File: config.mk
export PLATFORM = sky130hd
export DESIGN_NAME = swf_bitfield_record_parser_unit
export DESIGN_NICKNAME = d
export VERILOG_FILES = /design/src/rtl/core/swfbp_pkg.sv /design/src/rtl/core/swfbp_datapath.sv /design/src/rtl/core/swfbp_ctrl.sv /design/src/rtl/core/swf_bitfield_record_parser_unit.sv
export SDC_FILE = /design/constraint.sdc
export NUM_CORES = 1
export LEC_CHECK = 0
export ABC_CLOCK_PERIOD_IN_PS = 5400
export BUFFER_PORTS_ARGS = -buffer_cell sky130_fd_sc_hd__buf_2
export CORE_MARGIN = 10
export CORE_UTILIZATION = 39
export CTS_CLUSTER_SIZE = 25
export DETAILED_ROUTE_END_ITERATION = 10
export PLACE_DENSITY = 0.54
export SETUP_SLACK_MARGIN = 0.02
export SYNTH_ARGS = -nofsm -noshare
export SYNTH_HDL_FRONTEND = slang
export SYNTH_SLANG_ARGS = --single-unit
File: constraint.sdc
create_clock -name clk_i -period 5.4 [get_ports clk_i]
set_input_delay 1.08 -clock clk_i [delete_from_list [all_inputs] [get_ports clk_i]]
set_output_delay 1.08 -clock clk_i [all_outputs]
set_load 0.01 [all_outputs]
File: src/rtl/core/swfbp_pkg.sv
// shared types and constants for the swf bit-packed record parser
// command and status structs between controller and datapath
// no dependencies
package swfbp_pkg;

  // record kinds, same coding on op and kind
  typedef enum logic [1:0] {
    KIND_RECT    = 2'd0,
    KIND_MATRIX  = 2'd1,
    KIND_CX_RGB  = 2'd2,
    KIND_CX_RGBA = 2'd3
  } kind_e;

  localparam int unsigned ValueW = 31;

  localparam logic signed [ValueW-1:0] SCALE_ONE = 31'sh0001_0000;
  localparam logic signed [ValueW-1:0] MULT_ONE  = 31'sh0000_0100;

  // source of the next chunk length
  typedef enum logic [2:0] {
    WANT_ONE   = 3'd0,
    WANT_FOUR  = 3'd1,
    WANT_FIVE  = 3'd2,
    WANT_WIDTH = 3'd3,
    WANT_ACC5  = 3'd4,
    WANT_ACC4  = 3'd5
  } want_sel_e;

  // source of an emitted value
  typedef enum logic [1:0] {
    VAL_FIELD = 2'd0,
    VAL_SCALE = 2'd1,
    VAL_MULT  = 2'd2,
    VAL_ZERO  = 2'd3
  } val_sel_e;

  typedef struct packed {
    logic      load;      // take a new byte into the reservoir
    logic      shift;     // move one bit into the accumulator
    logic      want;      // start a new chunk
    want_sel_e want_sel;
    logic      set_w5;    // width from the low five accumulator bits
    logic      set_w4;    // width from the low four accumulator bits
    logic      emit;
    val_sel_e  val_sel;
    logic [1:0] kind;
    logic [2:0] idx;
    logic      present;
    logic      last;
  } dp_cmd_t;

  typedef struct packed {
    logic need_zero;
    logic have_bits;
    logic acc_lsb;
    logic emit_ok;
  } dp_sts_t;

endpackage

File: src/rtl/core/swfbp_datapath.sv
// datapath: bit reservoir, chunk accumulator, field width and output register
// depends on swfbp_pkg
module swfbp_datapath import swfbp_pkg::*; (
  input  logic                     clk_i,
  input  logic                     rst_ni,
  input  dp_cmd_t                  cmd_i,
  output dp_sts_t                  sts_o,
  input  logic [7:0]               data_byte_i,
  output logic                     out_valid_o,
  input  logic                     out_stall_i,
  output logic [1:0]               kind_o,
  output logic [2:0]               field_index_o,
  output logic signed [ValueW-1:0] value_o,
  output logic                     present_o,
  output logic                     last_o
);

  logic [7:0]        res_q, res_d;
  logic [3:0]        cnt_q, cnt_d;
  logic [ValueW-1:0] acc_q, acc_d;
  logic [4:0]        need_q, need_d;
  logic [4:0]        width_q, width_d;
  logic [4:0]        want_bits;
  logic [4:0]        msb_pos;
  logic [ValueW-1:0] hi_mask;
  logic [ValueW-1:0] sext;
  logic signed [ValueW-1:0] val_sel;

  logic                     out_valid_q;
  logic [1:0]               kind_q;
  logic [2:0]               idx_q;
  logic signed [ValueW-1:0] value_q;
  logic                     present_q;
  logic                     last_q;

  always_comb begin
    case (cmd_i.want_sel)
      WANT_ONE:   want_bits = 5'd1;
      WANT_FOUR:  want_bits = 5'd4;
      WANT_FIVE:  want_bits = 5'd5;
      WANT_WIDTH: want_bits = width_q;
      WANT_ACC5:  want_bits = acc_q[4:0];
      WANT_ACC4:  want_bits = {1'b0, acc_q[3:0]};
      default:    want_bits = 5'd0;
    endcase
  end

  // sign extension of the collected field from its width
  assign msb_pos = width_q - 5'd1;
  assign hi_mask = {ValueW{1'b1}} << width_q;
  always_comb begin
    if (width_q == 5'd0) begin
      sext = '0;
    end else if (acc_q[msb_pos]) begin
      sext = acc_q | hi_mask;
    end else begin
      sext = acc_q;
    end
  end

  always_comb begin
    case (cmd_i.val_sel)
      VAL_FIELD: val_sel = sext;
      VAL_SCALE: val_sel = SCALE_ONE;
      VAL_MULT:  val_sel = MULT_ONE;
      default:   val_sel = '0;
    endcase
  end

  always_comb begin
    res_d   = res_q;
    cnt_d   = cnt_q;
    acc_d   = acc_q;
    need_d  = need_q;
    width_d = width_q;
    if (cmd_i.load) begin
      res_d = data_byte_i;
      cnt_d = 4'd8;
    end else if (cmd_i.shift) begin
      res_d  = {res_q[6:0], 1'b0};
      cnt_d  = cnt_q - 4'd1;
      acc_d  = {acc_q[ValueW-2:0], res_q[7]};
      need_d = need_q - 5'd1;
    end
    if (cmd_i.set_w5) begin
      width_d = acc_q[4:0];
    end else if (cmd_i.set_w4) begin
      width_d = {1'b0, acc_q[3:0]};
    end
    if (cmd_i.want) begin
      need_d = want_bits;
      acc_d  = '0;
    end
  end

  always_ff @(posedge clk_i or negedge rst_ni) begin
    if (!rst_ni) begin
      res_q   <= '0;
      cnt_q   <= '0;
      acc_q   <= '0;
      need_q  <= '0;
      width_q <= '0;
    end else begin
      res_q   <= res_d;
      cnt_q   <= cnt_d;
      acc_q   <= acc_d;
      need_q  <= need_d;
      width_q <= width_d;
    end
  end

  // output register, one beat deep
  always_ff @(posedge clk_i or negedge rst_ni) begin
    if (!rst_ni) begin
      out_valid_q <= 1'b0;
    end else if (cmd_i.emit) begin
      out_valid_q <= 1'b1;
    end else if (!out_stall_i) begin
      out_valid_q <= 1'b0;
    end
  end

  always_ff @(posedge clk_i) begin
    if (cmd_i.emit) begin
      kind_q    <= cmd_i.kind;
      idx_q     <= cmd_i.idx;
      value_q   <= val_sel;
      present_q <= cmd_i.present;
      last_q    <= cmd_i.last;
    end
  end

  assign sts_o.need_zero = (need_q == 5'd0);
  assign sts_o.have_bits = (cnt_q != 4'd0);
  assign sts_o.acc_lsb   = acc_q[0];
  assign sts_o.emit_ok   = !out_valid_q || !out_stall_i;

  assign out_valid_o   = out_valid_q;
  assign kind_o        = kind_q;
  assign field_index_o = idx_q;
  assign value_o       = value_q;
  assign present_o     = present_q;
  assign last_o        = last_q;

endmodule

File: src/rtl/core/swfbp_ctrl.sv
// controller: record phase state machine, field index, kind and add flag
// depends on swfbp_pkg; drives swfbp_datapath by command struct
module swfbp_ctrl import swfbp_pkg::*; (
  input  logic       clk_i,
  input  logic       rst_ni,
  input  logic       in_valid_i,
  output logic       in_stall_o,
  input  logic [1:0] op_i,
  input  logic       start_req_i,
  input  dp_sts_t    sts_i,
  output dp_cmd_t    cmd_o
);

  typedef enum logic [19:0] {
    ST_IDLE    = 20'h00001,
    ST_R_W     = 20'h00002,
    ST_R_F     = 20'h00004,
    ST_M_SFLAG = 20'h00008,
    ST_M_SW    = 20'h00010,
    ST_M_SF    = 20'h00020,
    ST_M_SDEF  = 20'h00040,
    ST_M_RFLAG = 20'h00080,
    ST_M_RW    = 20'h00100,
    ST_M_RF    = 20'h00200,
    ST_M_RDEF  = 20'h00400,
    ST_M_TW    = 20'h00800,
    ST_M_TF    = 20'h01000,
    ST_C_ADD   = 20'h02000,
    ST_C_MULT  = 20'h04000,
    ST_C_WM    = 20'h08000,
    ST_C_WN    = 20'h10000,
    ST_C_F     = 20'h20000,
    ST_C_MDEF  = 20'h40000,
    ST_C_ADEF  = 20'h80000
  } state_e;

  state_e     st_q, st_d;
  logic [2:0] idx_q, idx_d;
  logic [1:0] kind_q, kind_d;
  logic       add_q, add_d;
  logic       take_byte;
  logic       is_def;
  logic [2:0] mult_last;
  logic [2:0] rec_last;

  assign mult_last = (kind_q == KIND_CX_RGBA) ? 3'd3 : 3'd2;
  assign rec_last  = (kind_q == KIND_CX_RGBA) ? 3'd7 : 3'd5;
  assign is_def    = (st_q == ST_M_SDEF) || (st_q == ST_M_RDEF) ||
                     (st_q == ST_C_MDEF) || (st_q == ST_C_ADEF);

  always_comb begin
    st_d      = st_q;
    idx_d     = idx_q;
    kind_d    = kind_q;
    add_d     = add_q;
    take_byte = 1'b0;
    cmd_o          = '0;
    cmd_o.want_sel = WANT_ONE;
    cmd_o.val_sel  = VAL_FIELD;
    cmd_o.kind     = kind_q;
    cmd_o.idx      = idx_q;

    if (st_q == ST_IDLE) begin
      take_byte = 1'b1;
    end else if (is_def) begin
      // default-valued fields, one beat a cycle while the output register can take it
      if (sts_i.emit_ok) begin
        cmd_o.emit = 1'b1;
        case (st_q)
          ST_M_SDEF: begin
            cmd_o.val_sel = VAL_SCALE;
            idx_d = idx_q + 3'd1;
            if (idx_q == 3'd1) begin
              st_d = ST_M_RFLAG;
              cmd_o.want = 1'b1;
              cmd_o.want_sel = WANT_ONE;
            end
          end
          ST_M_RDEF: begin
            cmd_o.val_sel = VAL_ZERO;
            idx_d = idx_q + 3'd1;
            if (idx_q == 3'd3) begin
              st_d = ST_M_TW;
              cmd_o.want = 1'b1;
              cmd_o.want_sel = WANT_FIVE;
            end
          end
          ST_C_MDEF: begin
            cmd_o.val_sel = VAL_MULT;
            idx_d = idx_q + 3'd1;
            if (idx_q == mult_last) begin
              if (add_q) begin
                st_d = ST_C_F;
                cmd_o.want = 1'b1;
                cmd_o.want_sel = WANT_WIDTH;
              end else begin
                st_d = ST_C_ADEF;
              end
            end
          end
          default: begin
            cmd_o.val_sel = VAL_ZERO;
            cmd_o.last = (idx_q == rec_last);
            idx_d = idx_q + 3'd1;
            if (idx_q == rec_last) begin
              st_d = ST_IDLE;
            end
          end
        endcase
      end
    end else if (sts_i.need_zero) begin
      // chunk complete
      case (st_q)
        ST_R_W: begin
          cmd_o.set_w5 = 1'b1;
          idx_d = 3'd0;
          st_d = ST_R_F;
          cmd_o.want = 1'b1;
          cmd_o.want_sel = WANT_ACC5;
        end
        ST_R_F: begin
          if (sts_i.emit_ok) begin
            cmd_o.emit = 1'b1;
            cmd_o.present = 1'b1;
            cmd_o.last = (idx_q == 3'd3);
            if (idx_q == 3'd3) begin
              st_d = ST_IDLE;
            end else begin
              idx_d = idx_q + 3'd1;
              cmd_o.want = 1'b1;
              cmd_o.want_sel = WANT_WIDTH;
            end
          end
        end
        ST_M_SFLAG: begin
          if (sts_i.acc_lsb) begin
            st_d = ST_M_SW;
            cmd_o.want = 1'b1;
            cmd_o.want_sel = WANT_FIVE;
          end else begin
            idx_d = 3'd0;
            st_d = ST_M_SDEF;
          end
        end
        ST_M_SW, ST_M_RW, ST_M_TW: begin
          cmd_o.set_w5 = 1'b1;
          cmd_o.want = 1'b1;
          cmd_o.want_sel = WANT_ACC5;
          if (st_q == ST_M_SW) begin
            idx_d = 3'd0;
            st_d = ST_M_SF;
          end else if (st_q == ST_M_RW) begin
            idx_d = 3'd2;
            st_d = ST_M_RF;
          end else begin
            idx_d = 3'd4;
            st_d = ST_M_TF;
          end
        end
        ST_M_SF: begin
          if (sts_i.emit_ok) begin
            cmd_o.emit = 1'b1;
            cmd_o.present = 1'b1;
            idx_d = idx_q + 3'd1;
            cmd_o.want = 1'b1;
            if (idx_q == 3'd1) begin
              st_d = ST_M_RFLAG;
              cmd_o.want_sel = WANT_ONE;
            end else begin
              cmd_o.want_sel = WANT_WIDTH;
            end
          end
        end
        ST_M_RFLAG: begin
          if (sts_i.acc_lsb) begin
            st_d = ST_M_RW;
            cmd_o.want = 1'b1;
            cmd_o.want_sel = WANT_FIVE;
          end else begin
            idx_d = 3'd2;
            st_d = ST_M_RDEF;
          end
        end
        ST_M_RF: begin
          if (sts_i.emit_ok) begin
            cmd_o.emit = 1'b1;
            cmd_o.present = 1'b1;
            idx_d = idx_q + 3'd1;
            cmd_o.want = 1'b1;
            if (idx_q == 3'd3) begin
              st_d = ST_M_TW;
              cmd_o.want_sel = WANT_FIVE;
            end else begin
              cmd_o.want_sel = WANT_WIDTH;
            end
          end
        end
        ST_M_TF: begin
          if (sts_i.emit_ok) begin
            cmd_o.emit = 1'b1;
            cmd_o.present = 1'b1;
            cmd_o.last = (idx_q == 3'd5);
            if (idx_q == 3'd5) begin
              st_d = ST_IDLE;
            end else begin
              idx_d = idx_q + 3'd1;
              cmd_o.want = 1'b1;
              cmd_o.want_sel = WANT_WIDTH;
            end
          end
        end
        ST_C_ADD: begin
          add_d = sts_i.acc_lsb;
          st_d = ST_C_MULT;
          cmd_o.want = 1'b1;
          cmd_o.want_sel = WANT_ONE;
        end
        ST_C_MULT: begin
          st_d = sts_i.acc_lsb ? ST_C_WM : ST_C_WN;
          cmd_o.want = 1'b1;
          cmd_o.want_sel = WANT_FOUR;
        end
        ST_C_WM: begin
          cmd_o.set_w4 = 1'b1;
          idx_d = 3'd0;
          st_d = ST_C_F;
          cmd_o.want = 1'b1;
          cmd_o.want_sel = WANT_ACC4;
        end
        ST_C_WN: begin
          // width kept for the add group, mult defaults go out first
          cmd_o.set_w4 = 1'b1;
          idx_d = 3'd0;
          st_d = ST_C_MDEF;
        end
        ST_C_F: begin
          if (sts_i.emit_ok) begin
            cmd_o.emit = 1'b1;
            cmd_o.present = 1'b1;
            cmd_o.last = (idx_q == rec_last);
            if (idx_q == rec_last) begin
              st_d = ST_IDLE;
            end else if (idx_q == mult_last && !add_q) begin
              idx_d = idx_q + 3'd1;
              st_d = ST_C_ADEF;
            end else begin
              idx_d = idx_q + 3'd1;
              cmd_o.want = 1'b1;
              cmd_o.want_sel = WANT_WIDTH;
            end
          end
        end
        default: begin
          st_d = ST_IDLE;
        end
      endcase
    end else if (sts_i.have_bits) begin
      cmd_o.shift = 1'b1;
    end else begin
      take_byte = 1'b1;
    end

    // a start beat abandons whatever record is open
    if (take_byte && in_valid_i) begin
      if (start_req_i) begin
        kind_d = op_i;
        idx_d  = 3'd0;
        add_d  = 1'b0;
        cmd_o.load = 1'b1;
        cmd_o.want = 1'b1;
        case (op_i)
          KIND_RECT: begin
            st_d = ST_R_W;
            cmd_o.want_sel = WANT_FIVE;
          end
          KIND_MATRIX: begin
            st_d = ST_M_SFLAG;
            cmd_o.want_sel = WANT_ONE;
          end
          default: begin
            st_d = ST_C_ADD;
            cmd_o.want_sel = WANT_ONE;
          end
        endcase
      end else if (st_q != ST_IDLE) begin
        cmd_o.load = 1'b1;
      end
    end
  end

  assign in_stall_o = !take_byte;

  always_ff @(posedge clk_i or negedge rst_ni) begin
    if (!rst_ni) begin
      st_q   <= ST_IDLE;
      idx_q  <= '0;
      kind_q <= '0;
      add_q  <= 1'b0;
    end else begin
      st_q   <= st_d;
      idx_q  <= idx_d;
      kind_q <= kind_d;
      add_q  <= add_d;
    end
  end

  a_emit_has_room: assert property (@(posedge clk_i) disable iff (!rst_ni)
    cmd_o.emit |-> sts_i.emit_ok)
    else $error("field emitted while output register full and stalled");

  a_shift_needed: assert property (@(posedge clk_i) disable iff (!rst_ni)
    cmd_o.shift |-> (sts_i.have_bits && !sts_i.need_zero))
    else $error("bit shifted with no bits or no chunk open");

  a_load_when_empty: assert property (@(posedge clk_i) disable iff (!rst_ni)
    cmd_o.load |-> (st_q == ST_IDLE || (!sts_i.have_bits && !sts_i.need_zero)))
    else $error("byte loaded over unconsumed bits or pending chunk");

  a_last_ends_record: assert property (@(posedge clk_i) disable iff (!rst_ni)
    (cmd_o.emit && cmd_o.last) |=> st_q == ST_IDLE)
    else $error("record still open after its last field");

endmodule

File: src/rtl/core/swf_bitfield_record_parser_unit.sv
// top level of the swf bit-packed record parser (rect, matrix, cxform)
// instantiates swfbp_ctrl and swfbp_datapath; depends on swfbp_pkg
//
// input channel: one stream byte a beat (data_byte_i), consumed msb first;
//   start_req_i marks the first byte of a new byte-aligned record whose kind
//   is op_i, dropping any open record and leftover bits. bytes without start
//   while no record is open are swallowed.
// output channel: one field a beat (kind, field_index, value, present, last),
//   every field of a record in index order, absent ones with defaults.
// timing: a byte is loaded into the reservoir, then its bits are shifted into
//   the accumulator one per cycle, except while a completed chunk or field is
//   handled or default fields are emitted in sequence, and while a field waits
//   on the output register; the bit-serial accumulator sets this rate.
// the output register is one beat deep: the parser keeps working until it
//   has a field to emit and the register is still held by out_stall_i, then
//   waits; in_stall_o stays high until the current byte is used up.
// reset (rst_ni low, asynchronous) returns to idle with no record open and
//   no output beat pending.
module swf_bitfield_record_parser_unit import swfbp_pkg::*; (
  input  logic                     clk_i,
  input  logic                     rst_ni,
  input  logic                     in_valid_i,
  output logic                     in_stall_o,
  input  logic [1:0]               op_i,
  input  logic                     start_req_i,
  input  logic [7:0]               data_byte_i,
  output logic                     out_valid_o,
  input  logic                     out_stall_i,
  output logic [1:0]               kind_o,
  output logic [2:0]               field_index_o,
  output logic signed [ValueW-1:0] value_o,
  output logic                     present_o,
  output logic                     last_o
);

  dp_cmd_t cmd;
  dp_sts_t sts;

  swfbp_ctrl u_ctrl (
    .clk_i       (clk_i),
    .rst_ni      (rst_ni),
    .in_valid_i  (in_valid_i),
    .in_stall_o  (in_stall_o),
    .op_i        (op_i),
    .start_req_i (start_req_i),
    .sts_i       (sts),
    .cmd_o       (cmd)
  );

  swfbp_datapath u_datapath (
    .clk_i         (clk_i),
    .rst_ni        (rst_ni),
    .cmd_i         (cmd),
    .sts_o         (sts),
    .data_byte_i   (data_byte_i),
    .out_valid_o   (out_valid_o),
    .out_stall_i   (out_stall_i),
    .kind_o        (kind_o),
    .field_index_o (field_index_o),
    .value_o       (value_o),
    .present_o     (present_o),
    .last_o        (last_o)
  );

endmodule
==> results.json, run 1 <==
{
  "fin_crit_sh": 0.753,
  "routed-wl-met2_mm": 9.48,
  "synth_area_sq_mm": 0.00709,
  "yosysTopAreaCell": "dfrtp_1",
  "clk_latency_ns": 0.42,
  "dp_hpwl_mm": 16.3,
  "fin_hold_ws_ns": 0.473,
  "antenna_cells": 0,
  "p_leak_uw": 0.00338,
  "dpl-instance-area_sq_mm": 0.00754,
  "synth.top_cell.area_share": 0.279,
  "syn_nets": 831,
  "synth_area_per_cell_sq_um": 8.80,
  "crit_path_start_kind": "register",
  "initial_core_util": 0.396,
  "clockBufferDepth": 2,
  "ctsHoldBuffers": 0,
  "drive_above_1_share": 0.161,
  "rsz0062_at_grt": "no",
  "grt.total_usage": 0.185,
  "io_pins": 55,
  "io_buffers": 54,
  "grt_pass1_wl_mm": 35.4,
  "seq_area_frac_synth": 0.443,
  "tightestPinTransition_ns": 1.01,
  "antenna_found_initial": 0,
  "rows": 49,
  "skew_ns": 0.0120,
  "cts-htree-levels": 4,
  "critPathMaxFanout": 9,
  "synth-warning-count": 0,
  "drv_slew": 0,
  "drcViolationCount": 0,
  "routed-wl-met3_mm": 1.86,
  "slew-limit-headroom": 0.325,
  "post_cts_buffers": 0,
  "die_h_um": 155,
  "cp.required_ns": 4.32,
  "ir_worst_vdd_mv": 0.418,
  "clock_sinks": 118,
  "critPathCaptureType": "primary output",
  "detail_route.wl_per_cell_um": 20.5,
  "worst-path-buf-inv": 1,
  "crit_chain": "or4_1 > nor4_4 > and4b_1 > nor2_1 > buf_2",
  "wirelength_met1_mm": 10.5,
  "cap_violations": 0,
  "post_cts_resized": 0,
  "yosysMostFrequentCell": "nand2_1",
  "synth_edf_count": 38,
  "ys_types": 75,
  "maxUsedRoutingLayer": "met4",
  "cp_slowest_stage_delay_ns": 0.74,
  "finalNonFillerCells": 1084,
  "syn2layout_area_growth_pct": 14.1,
  "synth_async_sr_flop_share": 0.678,
  "vias": 6478,
  "ys.flop_type": "dfrtp_1",
  "grt_pass1_vias": 6140,
  "drt_wl_total_mm": 22.2,
  "synthTopCellsByArea": "dfrtp_1 28%, edfxtp_1 16%, nand2_1 7.4%",
  "grt_max_degree": 63,
  "cpLargestDelayFamily": "simple AND/OR/NAND/NOR gates",
  "setup_viol": 0,
  "cts_made_buffers": 17,
  "cellPowerDensity_mw_per_mm2": 601,
  "cts_tree": "built",
  "cts-root-buf": "clkbuf_16",
  "gp_congestion": 0.974,
  "drtAntennaViolNets": 0,
  "fp.dieW_um": 155,
  "fin_nets": 867,
  "timing.fmax_ghz": 0.246,
  "overflow": 0,
  "synth_common_cells": "139 x nand2_1, 88 x nor2_1, 87 x a21oi_1, 79 x dfrtp_1, 38 x edfxtp_1",
  "fillers": 1758,
  "hold_violations": 0,
  "clk_pin_slew_ns": 0.06,
  "crit_slowest_cell": "or4_1",
  "synth.ff_latch_count": 118,
  "dieArea_sq_mm": 0.0240,
  "tns_ns": 0,
  "design_area_sq_mm": 0.00809,
  "drtIter0Drc": 720,
  "period_minus_slack_ns": 4.07,
  "place_inst": 1052,
  "cp.arrival_ns": 2.99,
  "syn_inst": 806,
  "core_area_sq_mm": 0.0179,
  "path_class": "reg2out",
  "drtPass1Iterations": 5,
  "status": "finished clean",
  "hp-class": "reg2reg",
  "utilization": 0.452,
  "routed_via_density": 5.98
}
## registers in the layout (all words and copies together), names as in the netlist
register and cells:
u_datapath.acc_q 31, u_ctrl.add_q 1, u_ctrl.kind_q 2, u_datapath.last_o 1
u_datapath.width_q 5, u_datapath.kind_o 2, u_ctrl.st_q 20, u_datapath.present_o 1
u_datapath.field_index_o 3, u_datapath.value_o 31, u_datapath.need_q 5, u_datapath.res_q 8
u_ctrl.idx_q 3, u_datapath.cnt_q 4, u_datapath.out_valid_o 1
## layout make-up
cell class                      instances  area [sq um]  area share
Clock buffer                           17           425      0.0526
Clock inverter                         15           130      0.0161
Inverter                               22          82.6      0.0102
Multi-Input combinational cell        617          3660       0.452
Sequential cell                       118          3140       0.389
Tap cell                              229           287      0.0354
Timing Repair Buffer                   66           363      0.0448
## power breakdown
part           internal (uW)  leakage, uW  switching [uW]
clock network            633     0.000271             433
registers               1190      0.00146             303
logic                    739      0.00165            1570
total                   2560      0.00338            2300
## worst reg2reg max path, stage by stage (launching register included)
cell       delay (ns)
dfrtp_1          0.45
nor4_2           0.64
nand4_1          0.43
a2111oi_1        0.93
nor2_1           0.12
a211o_1          0.32
a221oi_1         0.29
or2_1            0.30
o221a_1          0.25
a211oi_2         0.05
## stage by stage
step | setup WS [ns] | total power [uW]
after detailed placement | 1.58 | 3780
final | 1.33 | 4860
after floorplan | 1.92 | 3090
after global placement | 1.66 | 3760
after CTS | 1.35 | 4860
after global routing | 1.16 | 5210
## final timing paths
path                            cells after the start           startpoint                   end  slack [ns]
max in group asynchronous                           2               rst_ni       u_ctrl.st_q[18]        3.78
worst max-delay path                                5       u_ctrl.st_q[8]            in_stall_o        1.33
worst max register to register                      9       u_ctrl.st_q[1]  u_datapath.need_q[2]        1.52
worst min-delay path                                2  u_datapath.res_q[7]   u_datapath.res_q[7]        0.47
worst min register to register                      2  u_datapath.res_q[7]   u_datapath.res_q[7]        0.47
min in group asynchronous                           1               rst_ni        u_ctrl.st_q[9]        0.53
## placed cells by master (no fill, tap or decap), types with 13 or more instances in the layout
cell type | Yosys | routed
nand3_1 | 23 | 23
clkbuf_16 | 0 | 17
nand4_1 | 13 | 13
edfxtp_1 | 38 | 38
o21ai_0 | 27 | 27
a21oi_1 | 87 | 87
nand2_1 | 139 | 139
inv_1 | 22 | 22
nand2b_1 | 13 | 13
nor2_1 | 88 | 88
buf_4 | 1 | 13
buf_2 | 8 | 53
dfrtp_1 | 79 | 79
## routing by layer
metal / GRT usage / vias to the layer above
met5: 0 / -
li1: - / 3007
met1: 0.267 / 3149
met3: 0.0505 / 27
met2: 0.257 / 295
met4: 0.0657 / 0
## cell families (layout without fill, tap and decap cells)
kind of cell / after synthesis / after routing / synth area share
AND/OR/NAND/NOR: 374 / 374 / 0.259
AO/OA/AOI/OAI: 207 / 207 / 0.186
flip-flops: 118 / 118 / 0.443
buffers and inverters: 71 / 120 / 0.0416
multiplexers: 19 / 19 / 0.0438
adder cells (fa/ha/maj): 10 / 10 / 0.0176
XOR/XNOR: 7 / 7 / 0.00865
(Power assumes the default switching activity.)
==> inputs of run 2 (changes only) <==
--- a/config.mk
+++ b/config.mk
@@ -5,7 +5,8 @@
 export SDC_FILE = /design/constraint.sdc
 export NUM_CORES = 1
 export LEC_CHECK = 0
-export ABC_CLOCK_PERIOD_IN_PS = 5400
+export ABC_AREA = 1
+export ABC_CLOCK_PERIOD_IN_PS = 4100
 export BUFFER_PORTS_ARGS = -buffer_cell sky130_fd_sc_hd__buf_2
 export CORE_MARGIN = 10
 export CORE_UTILIZATION = 39
==> constraint.sdc (replaced) <==
create_clock -name clk_i -period 4.1 [get_ports clk_i]
set_input_delay 0.82 -clock clk_i [delete_from_list [all_inputs] [get_ports clk_i]]
set_output_delay 0.82 -clock clk_i [all_outputs]
set_load 0.01 [all_outputs]
==> results.json, run 2 <==
{
  "layout_common_cells": "154 x nand2_1, 121 x inv_1, 79 x dfrtp_1",
  "drive_above_1_share": 0.156,
  "p_leak_uw": 0.00353,
  "slew-limit-headroom": 0.432,
  "cellPowerDensity_mw_per_mm2": 819,
  "drtAntennaViolNets": 0,
  "crit_slowest_cell": "dfrtp_1",
  "grt_max_degree": 63,
  "finalNonFillerCells": 1170,
  "synth-warning-count": 0,
  "path_common_cell": "nand2_2",
  "grt_pass1_vias": 6154,
  "syn2layout_area_growth_pct": 16.0,
  "utilization": 0.464,
  "vias": 6466,
  "yosysTopAreaCell": "dfrtp_1",
  "initial_core_util": 0.400,
  "dieArea_sq_mm": 0.0236,
  "syn_inst": 877,
  "io_pins": 55,
  "cts-htree-levels": 4,
  "yosysMostFrequentCell": "nand2_1",
  "drv_slew": 0,
  "setup_viol": 0,
  "cts-root-buf": "clkbuf_16",
  "gp_congestion": 0.941,
  "cp.required_ns": 4.25,
  "crit_chain": "nor2_2 > nand2_2 > nor2_8 > nand2_2 > inv_2 > nand4_2 > nand2_2 > inv_2 > nor2_1 > nor2_1 > inv_1 > buf_4 > a31oi_1",
  "dp_hpwl_mm": 16.2,
  "clk_pin_slew_ns": 0.06,
  "tns_ns": 0,
  "maxUsedRoutingLayer": "met5",
  "antenna_cells": 0,
  "timing.fmax_ghz": 0.304,
  "synth_async_sr_flop_share": 0.678,
  "die_h_um": 154,
  "io_buffers": 54,
  "wirelength_met1_mm": 10.4,
  "cts_tree": "built",
  "cts_made_buffers": 17,
  "hp-class": "in2async",
  "status": "finished clean",
  "cp_slowest_stage_delay_ns": 0.40,
  "fin_crit_sh": 0.802,
  "routed-wl-met3_mm": 1.67,
  "synth_common_cells": "154 x nand2_1, 121 x inv_1, 79 x dfrtp_1, 78 x nor2_1, 73 x o21ai_0",
  "syn_nets": 902,
  "clock_sinks": 118,
  "clk_latency_ns": 0.43,
  "cp.arrival_ns": 3.44,
  "rsz0062_at_grt": "no",
  "drtPass1Iterations": 5,
  "synthTopCellsByArea": "dfrtp_1 28%, edfxtp_1 16%, nand2_1 8.3%",
  "cap_violations": 0,
  "place_inst": 1138,
  "critPathMaxFanout": 17,
  "path_class": "reg2reg",
  "synth.ff_latch_count": 118,
  "fin_nets": 957,
  "crit_path_start_kind": "register",
  "fp.dieW_um": 154,
  "synth.top_cell.area_share": 0.284,
  "ctsHoldBuffers": 0,
  "antenna_found_initial": 1,
  "critPathCaptureType": "register",
  "hold_violations": 0,
  "synth_area_per_cell_sq_um": 7.95,
  "clockBufferDepth": 2,
  "routed_via_density": 5.53,
  "routed-wl-met2_mm": 9.20,
  "grt_pass1_wl_mm": 34.4,
  "mostFrequentLayoutCell": "nand2_1",
  "post_cts_resized": 0,
  "ys.flop_type": "dfrtp_1",
  "ir_worst_vdd_mv": 0.380,
  "post_cts_buffers": 0,
  "rows": 48,
  "ys_types": 53,
  "drtIter0Drc": 569,
  "core_area_sq_mm": 0.0174,
  "period_minus_slack_ns": 3.29,
  "grt.total_usage": 0.183,
  "seq_area_frac_synth": 0.451,
  "synth_edf_count": 38,
  "drt_wl_total_mm": 21.8,
  "drcViolationCount": 0,
  "synth_area_sq_mm": 0.00697,
  "tightestPinTransition_ns": 0.852,
  "detail_route.wl_per_cell_um": 18.6,
  "overflow": 0,
  "skew_ns": 0.0130
}
==> run 2: through the flow <==
step | hold slack, ns | power, uW | setup WS, ns | cell area [sq um]
floorplan | 0.452 | 4150 | 1.02 | 6970
global placement | 0.468 | 5050 | 0.958 | 7450
detailed placement | 0.472 | 5020 | 0.891 | 7450
CTS | 0.485 | 6620 | 0.893 | 8080
global route | 0.506 | 7100 | 0.544 | 8080
finish | 0.459 | 6620 | 0.812 | 8080
==> run 2: worst paths after layout <==
| path | cells after the start | slack, ns | start | to |
|---|---|---|---|---|
| worst max-delay path | 13 | 0.81 | u_ctrl.st_q[4] | u_datapath.value_o[29] |
| worst min-delay path | 1 | 0.46 | rst_ni | u_ctrl.st_q[11] |
| worst max register to register | 13 | 0.81 | u_ctrl.st_q[4] | u_datapath.value_o[29] |
| worst min register to register | 2 | 0.48 | u_datapath.res_q[2] | u_datapath.res_q[2] |
| max in group asynchronous | 2 | 2.83 | rst_ni | u_datapath.acc_q[23] |
| min in group clk_i | 2 | 0.48 | u_datapath.res_q[2] | u_datapath.res_q[2] |
==> run 2: where the power goes <==
group          internal [uW]  switching [uW]  leakage (uW)
combinational            931            2240       0.00184
clock                   1020             562      0.000302
sequential              1630             230       0.00139
total                   3590            3030       0.00353
==> run 2: logic make-up (layout without fill, tap and decap cells) <==
group,count (synthesis),after routing,share of synthesized area
AND/OR/NAND/NOR,365,365,0.252
buffers and inverters,163,231,0.0955
multiplexers,1,1,0.00144
XOR/XNOR,5,5,0.00628
adder cells (fa/ha/maj),10,10,0.0180
AO/OA/AOI/OAI,215,215,0.176
flip-flops,118,118,0.451
==> run 2: layout make-up <==
type / instances / area (sq um)
clock buffers: 21 / 482
clock inverters: 11 / 145
fillers: 1801 / 9340
inverters: 131 / 492
multi-input cells: 596 / 3160
flip-flops and latches: 118 / 3140
well taps: 225 / 282
repair buffers: 68 / 378
==> run 2: critical path, delay by kind of cell (launching register included) <==
kind | cells | cell delay (ns)
and+or+nand+nor | 8 | 1.58
buffers and inverters | 4 | 0.95
DFF | 1 | 0.40
AOI/OAI and AO/OA | 1 | 0.07
==> run 2: routing by layer <==
metal	global-route usage	vias up
li1	-	3103
met1	0.261	3035
met2	0.262	288
met3	0.0446	38
met4	0.0621	2
met5	0	-
==> inputs of run 3 (changes only) <==
--- a/config.mk
+++ b/config.mk
@@ -6,7 +6,7 @@
 export NUM_CORES = 1
 export LEC_CHECK = 0
 export ABC_AREA = 1
-export ABC_CLOCK_PERIOD_IN_PS = 4100
+export ABC_CLOCK_PERIOD_IN_PS = 3050
 export BUFFER_PORTS_ARGS = -buffer_cell sky130_fd_sc_hd__buf_2
 export CORE_MARGIN = 10
 export CORE_UTILIZATION = 39
==> constraint.sdc (replaced) <==
create_clock -name clk_i -period 3.05 [get_ports clk_i]
set_input_delay 0.61 -clock clk_i [delete_from_list [all_inputs] [get_ports clk_i]]
set_output_delay 0.61 -clock clk_i [all_outputs]
set_load 0.01 [all_outputs]
==> results.json, run 3 (synthesis results as in run 2) <==
{
  "clock_sinks": 118,
  "reg2reg_depth": 16,
  "io_pins": 55,
  "fin_crit_sh": 0.933,
  "drv_slew": 0,
  "finalNonFillerCells": 1197,
  "clk_latency_ns": 0.42,
  "status": "finished clean",
  "cts-root-buf": "clkbuf_16",
  "slew-limit-headroom": 0.676,
  "timing.fmax_ghz": 0.352,
  "cts-htree-levels": 4,
  "fp.dieW_um": 154,
  "crit_chain": "nor2_2 > inv_1 > nor3_1 > nand3_1 > nand2_1 > nor2_4 > nand4_1 > nand2_1 > inv_1 > buf_2",
  "cellPowerDensity_mw_per_mm2": 1090,
  "syn2layout_area_growth_pct": 19.4,
  "cts_made_buffers": 17,
  "drtAntennaViolNets": 0,
  "critPathMaxFanout": 4,
  "cp.required_ns": 2.44,
  "io_buffers": 54,
  "cp.arrival_ns": 2.23,
  "hp-class": "in2async",
  "utilization": 0.478,
  "drt_wl_total_mm": 22.5,
  "tightestPinTransition_ns": 0.481,
  "vias": 6508,
  "die_h_um": 154,
  "reg2reg_to": "u_datapath.need_q[4]",
  "overflow": 0,
  "period_minus_slack_ns": 2.84,
  "clk_pin_slew_ns": 0.06,
  "drtIter0Drc": 528,
  "r2r_setup_slack_ns": 0.28,
  "reg2reg_from": "u_ctrl.st_q[0]",
  "core_area_sq_mm": 0.0174,
  "layout_common_cells": "153 x nand2_1, 121 x inv_1, 79 x dfrtp_1",
  "drcViolationCount": 0,
  "grt_pass1_vias": 6412,
  "dieArea_sq_mm": 0.0236,
  "critPathCaptureType": "primary output",
  "place_inst": 1162,
  "drtPass1Iterations": 5,
  "cap_violations": 0,
  "skew_ns": 0.0126,
  "fin_nets": 984,
  "hold_violations": 0,
  "detail_route.wl_per_cell_um": 18.8,
  "crit_path_start_kind": "register",
  "rows": 48,
  "cp_slowest_stage_delay_ns": 0.41,
  "clockBufferDepth": 2,
  "gp_congestion": 0.975,
  "setup_viol": 0,
  "grt_pass1_wl_mm": 36.0,
  "crit_slowest_cell": "dfrtp_1",
  "cts_tree": "built",
  "rsz0062_at_grt": "no",
  "routed_via_density": 5.44,
  "grt_max_degree": 81,
  "ir_worst_vdd_mv": 0.486,
  "antenna_found_initial": 0,
  "antenna_cells": 0,
  "mostFrequentLayoutCell": "nand2_1",
  "ctsHoldBuffers": 0,
  "grt.total_usage": 0.190,
  "p_leak_uw": 0.00366,
  "drive_above_1_share": 0.184,
  "dp_hpwl_mm": 16.8,
  "tns_ns": 0,
  "initial_core_util": 0.400,
  "path_class": "reg2out"
}
[run 3: changes by cell type in the layout (fill, tap and decap cells not counted), moves of 2 or more]
cell        previous run  this run
buf_12                 0         4
clkinvlp_4             2         4
clkinv_4               2         0
nor2_1                78        76
nor2_2                10        12
buf_4                 15        38
[run 3: repair_timing]
| item | 4_1_cts | 5_1_grt |
|---|---|---|
| endpoints found under the hold margin | 0 | 0 |
| setup buffers | 0 | 3 |
| resized for setup | 0 | 7 |
| endpoints found under the setup margin | 0 | 92 |
[run 3: layout make-up]
class	count	area, sq um
clock buffers	20	457
inverters	131	492
clock inverters	12	125
flip-flops and latches	118	3140
repair buffers	95	631
fillers	1766	9090
multi-input cells	596	3190
well taps	225	282
[run 3: through the flow]
stage | hold slack (ns) | total power (uW) | instance area, sq um | setup slack, ns
2_1_floorplan | 0.314 | 5580 | 6970 | 0.322
3_3_place_gp | 0.473 | 6960 | 7690 | 0.0949
3_5_place_dp | 0.475 | 6960 | 7690 | 0.124
4_1_cts | 0.246 | 8970 | 8270 | 0.104
5_1_grt | 0.259 | 9740 | 8320 | 0.0511
6_report | 0.212 | 9060 | 8320 | 0.205
[run 3: worst max-delay path: cells and delay by family (launching register included)]
kind                   cells  cell delay (ns)
AND/OR/NAND/NOR            7             1.15
buffers and inverters      3             0.25
flip-flops                 1             0.41
[run 3: power by group]
group / switching, uW / internal, uW
Sequential: 268 / 2190
Combinational: 3120 / 1490
Clock: 752 / 1240
Total: 4140 / 4920
[run 3: layer usage]
layer	routed length, um	GRT usage	vias up
met4	284	0.0589	0
met1	10900	0.271	3097
met5	0	0	-
met2	9810	0.280	244
li1	-	-	3144
met3	1500	0.0418	23
[run 3: how the worst max path moves through the flow]
stage | from | endpoint | depth (start not counted)
floorplan | u_ctrl.st_q[0] | u_datapath.field_index_o[0] | 13
global placement | u_ctrl.st_q[5] | u_datapath.value_o[5] | 12
detailed placement | u_ctrl.st_q[5] | u_datapath.value_o[23] | 15
CTS | u_ctrl.st_q[5] | u_datapath.value_o[23] | 13
global route | u_ctrl.st_q[1] | in_stall_o | 10
finish | u_ctrl.st_q[8] | in_stall_o | 10
